<file path="config.mk">
export PLATFORM = sky130hd
export DESIGN_NAME = circular_fifo_queue_core
export DESIGN_NICKNAME = d
export VERILOG_FILES = /design/src/design/cfq_pkg.sv /design/src/design/cfq_ram.sv /design/src/design/cfq_ctrl.sv /design/src/design/circular_fifo_queue_core.sv
export SDC_FILE = /design/constraint.sdc
export NUM_CORES = 2
export LEC_CHECK = 0
export BUFFER_PORTS_ARGS = -buffer_cell sky130_fd_sc_hd__buf_2
export CAP_MARGIN = 25
export CORE_UTILIZATION = 60
export CTS_CLUSTER_SIZE = 25
export DETAILED_ROUTE_END_ITERATION = 8
export GPL_TIMING_DRIVEN = 0
export PLACE_DENSITY = 0.76
export SLEW_MARGIN = 20
export SYNTH_ARGS = -nofsm -noshare
export SYNTH_HDL_FRONTEND = slang
export SYNTH_HIERARCHICAL = 1
export SYNTH_SLANG_ARGS = --single-unit
</file>
<file path="constraint.sdc">
create_clock -name clock -period 9.98 [get_ports clock]
set_input_delay 0.998 -clock clock [delete_from_list [all_inputs] [get_ports clock]]
set_output_delay 0.998 -clock clock [all_outputs]
set_load 0.03 [all_outputs]
</file>
<file path="src/design/cfq_pkg.sv">
// shared types and request codes of the circular fifo queue
package cfq_pkg;

   // request kinds
   localparam logic [2:0] REQ_ENQ      = 3'd0;
   localparam logic [2:0] REQ_DEQ      = 3'd1;
   localparam logic [2:0] REQ_PEEK_OLD = 3'd2;
   localparam logic [2:0] REQ_PEEK_NEW = 3'd3;
   localparam logic [2:0] REQ_CLR      = 3'd4;

   // width of the reported count and of the item fields
   localparam int unsigned COUNT_OUT_W = 7;
   localparam int unsigned DATA_W      = 32;

   typedef struct packed {
      logic [2:0]        req_type;
      logic [DATA_W-1:0] item_value;
   } cfq_req_type;

   typedef struct packed {
      logic [DATA_W-1:0]      data_out;
      logic                   op_ok;
      logic [COUNT_OUT_W-1:0] item_count;
      logic                   empty_flag;
      logic                   full_flag;
      logic                   error_flag;
   } cfq_rsp_type;

   // outcome of one transaction, short of the data read from the store
   typedef struct packed {
      logic                   rd_used;
      logic                   op_ok;
      logic [COUNT_OUT_W-1:0] item_count;
      logic                   empty_flag;
      logic                   full_flag;
      logic                   error_flag;
   } cfq_stat_type;

endpackage

</file>
<file path="src/design/cfq_ram.sv">
// generic single write port, single read port ram with registered read
module cfq_ram #(
   parameter int unsigned WIDTH = 32,
   parameter int unsigned DEPTH = 64
) (
   input  logic                     clock,
   input  logic                     wr_en,
   input  logic [$clog2(DEPTH)-1:0] wr_addr,
   input  logic [WIDTH-1:0]         wr_data,
   input  logic                     rd_en,
   input  logic [$clog2(DEPTH)-1:0] rd_addr,
   output logic [WIDTH-1:0]         rd_data
);

   logic [WIDTH-1:0] mem [DEPTH];
   logic [WIDTH-1:0] rd_data_ff;

   // write port
   always_ff @(posedge clock) begin
      if (wr_en) begin
         mem[wr_addr] <= wr_data;
      end
   end

   // read port, output holds while rd_en is low
   always_ff @(posedge clock) begin
      if (rd_en) begin
         rd_data_ff <= mem[rd_addr];
      end
   end

   assign rd_data = rd_data_ff;

endmodule

</file>
<file path="src/design/cfq_ctrl.sv">
// queue pointers, count and error flag; decodes each request into store accesses
module cfq_ctrl #(
   parameter int unsigned DEPTH = 64
) (
   input  logic                     clock,
   input  logic                     reset,
   input  logic                     accept,
   input  logic [2:0]               req_kind,
   output logic                     wr_en,
   output logic [$clog2(DEPTH)-1:0] wr_addr,
   output logic                     rd_en,
   output logic [$clog2(DEPTH)-1:0] rd_addr,
   output cfq_pkg::cfq_stat_type    stat
);
   import cfq_pkg::*;

   localparam int unsigned IDX_W = $clog2(DEPTH);
   localparam int unsigned CNT_W = $clog2(DEPTH + 1);
   localparam logic [IDX_W-1:0] IDX_LAST  = IDX_W'(DEPTH - 1);
   localparam logic [CNT_W-1:0] CNT_FULL  = CNT_W'(DEPTH);
   localparam logic [CNT_W-1:0] CNT_ONE   = CNT_W'(1);
   localparam logic [IDX_W-1:0] IDX_ONE   = IDX_W'(1);

   logic [IDX_W-1:0] rd_idx_ff, rd_idx_in;
   logic [IDX_W-1:0] wr_idx_ff, wr_idx_in;
   logic [CNT_W-1:0] count_ff, count_in;
   logic             error_ff, error_in;
   logic             ok;
   logic             rd_used;
   logic [31:0]      count_wide;

   // next state and store accesses for the offered request
   always_comb begin
      rd_idx_in = rd_idx_ff;
      wr_idx_in = wr_idx_ff;
      count_in  = count_ff;
      error_in  = error_ff;
      ok        = 1'b0;
      rd_used   = 1'b0;
      wr_en     = 1'b0;
      rd_en     = 1'b0;
      wr_addr   = wr_idx_ff;
      rd_addr   = rd_idx_ff;
      unique case (req_kind) inside
         REQ_ENQ: begin
            if (count_ff != CNT_FULL) begin
               wr_en     = accept;
               wr_idx_in = (wr_idx_ff == IDX_LAST) ? '0 : wr_idx_ff + IDX_ONE;
               count_in  = count_ff + CNT_ONE;
               ok        = 1'b1;
            end
         end
         REQ_DEQ, REQ_PEEK_OLD, REQ_PEEK_NEW: begin
            if (count_ff == '0) begin
               error_in = 1'b1;
            end else begin
               ok      = 1'b1;
               rd_used = 1'b1;
               rd_en   = accept;
               if (req_kind == REQ_PEEK_NEW) begin
                  // newest entry sits just below the write position
                  rd_addr = (wr_idx_ff == '0) ? IDX_LAST : wr_idx_ff - IDX_ONE;
               end
               if (req_kind == REQ_DEQ) begin
                  rd_idx_in = (rd_idx_ff == IDX_LAST) ? '0 : rd_idx_ff + IDX_ONE;
                  count_in  = count_ff - CNT_ONE;
               end
            end
         end
         REQ_CLR: begin
            wr_idx_in = rd_idx_ff;
            count_in  = '0;
            ok        = 1'b1;
         end
         default: begin
         end
      endcase
   end

   // status as seen after this transaction
   assign count_wide      = 32'(count_in);
   assign stat.rd_used    = rd_used;
   assign stat.op_ok      = ok;
   assign stat.item_count = count_wide[COUNT_OUT_W-1:0];
   assign stat.empty_flag = (count_in == '0);
   assign stat.full_flag  = (count_in == CNT_FULL);
   assign stat.error_flag = error_in;

   // pointer and flag registers
   always_ff @(posedge clock) begin
      if (reset) begin
         rd_idx_ff <= '0;
         wr_idx_ff <= '0;
         count_ff  <= '0;
         error_ff  <= 1'b0;
      end else if (accept) begin
         rd_idx_ff <= rd_idx_in;
         wr_idx_ff <= wr_idx_in;
         count_ff  <= count_in;
         error_ff  <= error_in;
      end
   end

endmodule

</file>
<file path="src/design/circular_fifo_queue_core.sv">
// Circular FIFO queue core. Requests arrive on the req_ channel (valid/ready), each an
// enqueue, dequeue, peek at the oldest item, peek at the newest item or clear. Every
// request gives exactly one result on the rsp_ channel carrying the data read, a success
// bit, the item count, empty and full flags and a sticky error flag that a read of an
// empty queue sets; only reset clears it.
// A result passes through the registered read of the item store and then through the
// output register before it is shown on the rsp_ channel.
// Throughput: one request per cycle while the receiver takes results; the single read
// port of the item store and the one-entry read stage set that figure.
// When the receiver stalls, the output register holds its result and the read stage
// holds the next one (the store's read register keeps its data); req_ready then drops
// until the output register frees.
// Reset (synchronous, active high) empties the queue and clears the error flag at once;
// the item store itself is not cleared, which no request can observe.
module circular_fifo_queue_core #(
   parameter int unsigned DEPTH      = 64,
   parameter int unsigned ITEM_WIDTH = 32
) (
   input  logic                 clock,
   input  logic                 reset,
   input  logic                 req_valid,
   output logic                 req_ready,
   input  cfq_pkg::cfq_req_type req_data,
   output logic                 rsp_valid,
   input  logic                 rsp_ready,
   output cfq_pkg::cfq_rsp_type rsp_data
);
   import cfq_pkg::*;

   localparam int unsigned IDX_W = $clog2(DEPTH);

   logic                  req_accept;
   logic                  load_out;
   logic                  wr_en;
   logic                  rd_en;
   logic [IDX_W-1:0]      wr_addr;
   logic [IDX_W-1:0]      rd_addr;
   logic [ITEM_WIDTH-1:0] wr_data;
   logic [ITEM_WIDTH-1:0] rd_data;
   logic [63:0]           rd_wide;
   cfq_stat_type          stat;

   logic                  pend_ff, pend_in;
   cfq_stat_type          pend_stat_ff;
   logic                  out_valid_ff, out_valid_in;
   cfq_rsp_type           out_data_ff, out_data_in;

   // handshakes: the read stage moves on when the output register is free or being taken
   assign load_out   = pend_ff && (!out_valid_ff || rsp_ready);
   assign req_ready  = !pend_ff || load_out;
   assign req_accept = req_valid && req_ready;

   cfq_ctrl #(
      .DEPTH (DEPTH)
   ) u_ctrl (
      .clock    (clock),
      .reset    (reset),
      .accept   (req_accept),
      .req_kind (req_data.req_type),
      .wr_en    (wr_en),
      .wr_addr  (wr_addr),
      .rd_en    (rd_en),
      .rd_addr  (rd_addr),
      .stat     (stat)
   );

   // items are cut or zero-extended to the stored width
   assign wr_data = ITEM_WIDTH'({32'd0, req_data.item_value});

   cfq_ram #(
      .WIDTH (ITEM_WIDTH),
      .DEPTH (DEPTH)
   ) u_store (
      .clock   (clock),
      .wr_en   (wr_en),
      .wr_addr (wr_addr),
      .wr_data (wr_data),
      .rd_en   (rd_en),
      .rd_addr (rd_addr),
      .rd_data (rd_data)
   );

   assign rd_wide = 64'(rd_data);

   // read stage: one transaction waiting for store data
   assign pend_in = req_accept || (pend_ff && !load_out);

   always_ff @(posedge clock) begin
      if (reset) begin
         pend_ff <= 1'b0;
      end else begin
         pend_ff <= pend_in;
      end
   end

   always_ff @(posedge clock) begin
      if (req_accept) begin
         pend_stat_ff <= stat;
      end
   end

   // output register
   always_comb begin
      out_data_in.data_out   = pend_stat_ff.rd_used ? rd_wide[DATA_W-1:0] : '0;
      out_data_in.op_ok      = pend_stat_ff.op_ok;
      out_data_in.item_count = pend_stat_ff.item_count;
      out_data_in.empty_flag = pend_stat_ff.empty_flag;
      out_data_in.full_flag  = pend_stat_ff.full_flag;
      out_data_in.error_flag = pend_stat_ff.error_flag;
   end

   assign out_valid_in = load_out || (out_valid_ff && !rsp_ready);

   always_ff @(posedge clock) begin
      if (reset) begin
         out_valid_ff <= 1'b0;
      end else begin
         out_valid_ff <= out_valid_in;
      end
   end

   always_ff @(posedge clock) begin
      if (load_out) begin
         out_data_ff <= out_data_in;
      end
   end

   assign rsp_valid = out_valid_ff;
   assign rsp_data  = out_data_ff;

`ifndef SYNTH
   // a stalled read stage must block new transactions
   a_stall_blocks: assert property (@(posedge clock) disable iff (reset)
      (pend_ff && !load_out) |-> !req_accept)
      else $error("transaction accepted while read stage stalled");

   // every accepted transaction occupies the read stage next cycle
   a_accept_pends: assert property (@(posedge clock) disable iff (reset)
      req_accept |=> pend_ff)
      else $error("accepted transaction lost before read stage");

   // a failed transaction never reports data
   a_fail_no_data: assert property (@(posedge clock) disable iff (reset)
      (rsp_valid && !rsp_data.op_ok) |-> (rsp_data.data_out == '0))
      else $error("failed transaction returned data");

   // full and empty never show together
   a_full_empty: assert property (@(posedge clock) disable iff (reset)
      rsp_valid |-> !(rsp_data.full_flag && rsp_data.empty_flag))
      else $error("full and empty flags both set");
`endif

endmodule

</file>
==> flow_summary.json <==
{
  "async_flop_share": 0,
  "post-cts-setup-buffers": 0,
  "min_path_cells": 2,
  "firstDrtPassIters": 9,
  "clock_latency_ns": 0.85,
  "gp_congestion": 0.9621,
  "initial_core_util": 0.6073,
  "cp_max_fo": 10,
  "wl_per_cell_um": 41.03,
  "numCtsBuffers": 202,
  "slew_viol_final": 0,
  "synth_xor_area_frac": 0.001061,
  "fin_util": 0.6999,
  "yosysUniqueCellTypes": 67,
  "clkTransAtPathRegs_ns": 0.06,
  "dieWidth_um": 373.0,
  "r2r_cells": 18,
  "synth_compound_area_frac": 0.02090,
  "tightest_slew_ns": 1.242,
  "cts_tree": "done",
  "dp_cells": 5672,
  "synthSimpleGateAreaFrac": 0.02262,
  "yosysWarnings": 6,
  "port_buffers": 83,
  "avgSynthCellArea_um2": 22.52,
  "peakVddDrop_v": 0.0001787,
  "finalWirelength_um": 248400,
  "coreArea_mm2": 0.1360,
  "synth-edff-count": 2135,
  "arrival_ns": 7.31,
  "hold_buffers": 0,
  "htree_levels": 4,
  "ant_nets": 0,
  "stdcell_count": 6055,
  "cts_buffer_depth": 3,
  "netlist_instances": 3666,
  "synth_fp_nets": 3711,
  "grt_max_degree": 65,
  "muxShareOfSynthArea": 0.1600,
  "setup_tns_ns": 0,
  "endpoint_kind": "register",
  "start_kind": "register",
  "nets": 4152,
  "fillers": 7629,
  "grt_pass1_vias": 43000,
  "via_per_inst": 7.321,
  "die_y_um": 373.0,
  "ys_ff_latch": 2157,
  "synthFlopType": "edfxtp_1",
  "max_cap_violations": 0,
  "synth-adder-area-share": 0.0009092,
  "setup_viol": 0,
  "cts.sinks": 2157,
  "hold_ws_ns": 0.3775,
  "rows": 135,
  "grt_setup_unrepaired": "no",
  "synth_seq_area_share": 0.7818,
  "globalRouteTotalUtil": 0.3609,
  "syn_area_mm2": 0.08257,
  "p_leak_nw": 29.25,
  "synth_top_area_cell": "edfxtp_1",
  "drtIter0Drc": 7680,
  "drive_gt1_frac": 0.2981,
  "status": "finished clean",
  "relSlewSlack": 0.1722,
  "period_needed_ns": 6.742,
  "synth.top_cell.area_share": 0.7764,
  "crit_type": "register to register",
  "area_delta_synth_final_pct": 15.26,
  "antenna_found_initial": 10,
  "multi_input_comb_area_mm2": 0.01745,
  "area.sequential_mm2": 0.06455,
  "synth_top_family_by_area": "multiplexers",
  "required_ns": 10.55,
  "grt_first_pass_wirelength_um": 339200,
  "drc": 0,
  "hold_viol": 0,
  "fin_skew_ns": 0.03669,
  "layout_commonest_cell": "edfxtp_1",
  "power_density_mw_per_mm2": 195.2,
  "vias": 44330,
  "min_path_type": "input pin to register",
  "hpwlAfterDp_um": 154500,
  "max_freq_mhz": 148.3,
  "synthTopCellsByArea": "edfxtp_1, mux4_2, mux2i_1, nor2_1, o22ai_1",
  "overflow": 0,
  "dieArea_mm2": 0.1391,
  "cts_resized": 0,
  "root_buffer": "clkbuf_16",
  "ios": 84,
  "timing.final.crit_share": 0.6756,
  "mostFrequentLayoutCells": "edfxtp_1, mux4_2, clkbuf_16, clkbuf_1, buf_2"
}
-- through the flow --
stage                     setup WS (ns)  power [mW]  area (µm²)
final                             3.238       18.58       95170
after floorplan                   4.840       10.79       82570
after CTS                         3.562       18.57       94970
after global routing              3.263       18.95       95170
after global placement           0.6292       11.27       85220
after detailed placement          2.990       11.31       88680
-- sequential cells by signal, summed over array words and instances (netlist names) --
name	flops
u_ctrl/count_ff	7
u_store/rd_data	32
u_ctrl/wr_addr	6
rsp_data	43
u_ctrl/error_ff	1
u_ctrl/rd_idx_ff	6
u_store/mem	2048
out_data_in	11
pend_ff	1
rsp_valid	1
pend_stat_ff	1
-- kinds of logic after synthesis --
group                      after synthesis
AOI/OAI and AO/OA                      263
xor gates and xnor gates                10
adders and majority gates                6
buffers and inverters                  218
DFF                                   2157
muxes                                  640
and+or+nand+nor                        372
-- cells in the mapped netlist, drive strengths merged, types with 11 or more instances --
master and count:
nor2 176, inv 13, mux2i 96, edfxtp 2135, mux4 544, a311oi 11
o21ai 17, nand2b 13, dfxtp 22, and3 14, o22ai 84, nand2 44
a22oi 14, o221ai 27, nor3 19, buf 115, clkbuf 90, nor2b 18
a21oi 71, and2 38
-- critical path, cell delays in order (launching register included) --
cell	delay [ns]
dfxtp_1	0.46
inv_1	0.11
ha_1	0.27
or4b_4	0.22
buf_6	0.15
nor2_4	0.08
nor3_1	0.37
clkbuf_1	0.35
nor2_1	0.07
a21oi_1	0.11
buf_2	0.38
buf_2	0.41
buf_2	0.40
buf_1	0.83
nand3b_1	0.74
o221ai_1	0.53
a21oi_1	0.21
a21oi_1	0.64
nor2_1	0.13
-- path summary, 6_finish.rpt --
| kind | from | to | slack (ns) |
|---|---|---|---|
| max | u_ctrl/count_ff[0]$_SDFFE_PP0P_ | u_store/rd_data[19]$_DFFE_PP_ | 3.24 |
| min | reset | pend_ff$_SDFF_PP0_ | 0.38 |
| max reg2reg | u_ctrl/count_ff[0]$_SDFFE_PP0P_ | u_store/rd_data[19]$_DFFE_PP_ | 3.24 |
| min reg2reg | out_data_in[8]$_DFFE_PP_ | rsp_data[8]$_DFFE_PP_ | 0.42 |
-- final cells by class --
type / count / share of cell area
clock buffers: 251 / 0.05582
multi-input cells: 1291 / 0.1833
flip-flops and latches: 2157 / 0.6783
clock inverters: 117 / 0.01027
plain buffers: 205 / 0.01065
diodes: 3 / 0.00007888
well taps: 1781 / 0.02341
repair buffers: 237 / 0.03767
inverters: 13 / 0.0005127
-- where the power goes --
| part | switching (mW) | internal [mW] | leakage (nW) | total, mW |
|---|---|---|---|---|
| combinational | 0.766 | 0.400 | 6.75 | 1.17 |
| clock | 3.32 | 4.09 | 3.08 | 7.40 |
| sequential | 0.0159 | 9.99 | 19.4 | 10.0 |
-- routing by layer --
layer / vias up / GRT usage / part of all wire / routed length (µm)
met1: 22720 / 0.4755 / 0.32 / 80130
met2: 4339 / 0.5350 / 0.45 / 111600
li1: 16430 / - / - / -
met4: 4 / 0.2156 / 0.073 / 18250
met5: - / 0 / 0.00087 / 216
met3: 838 / 0.1121 / 0.15 / 38250
(Power assumes the default switching activity.)
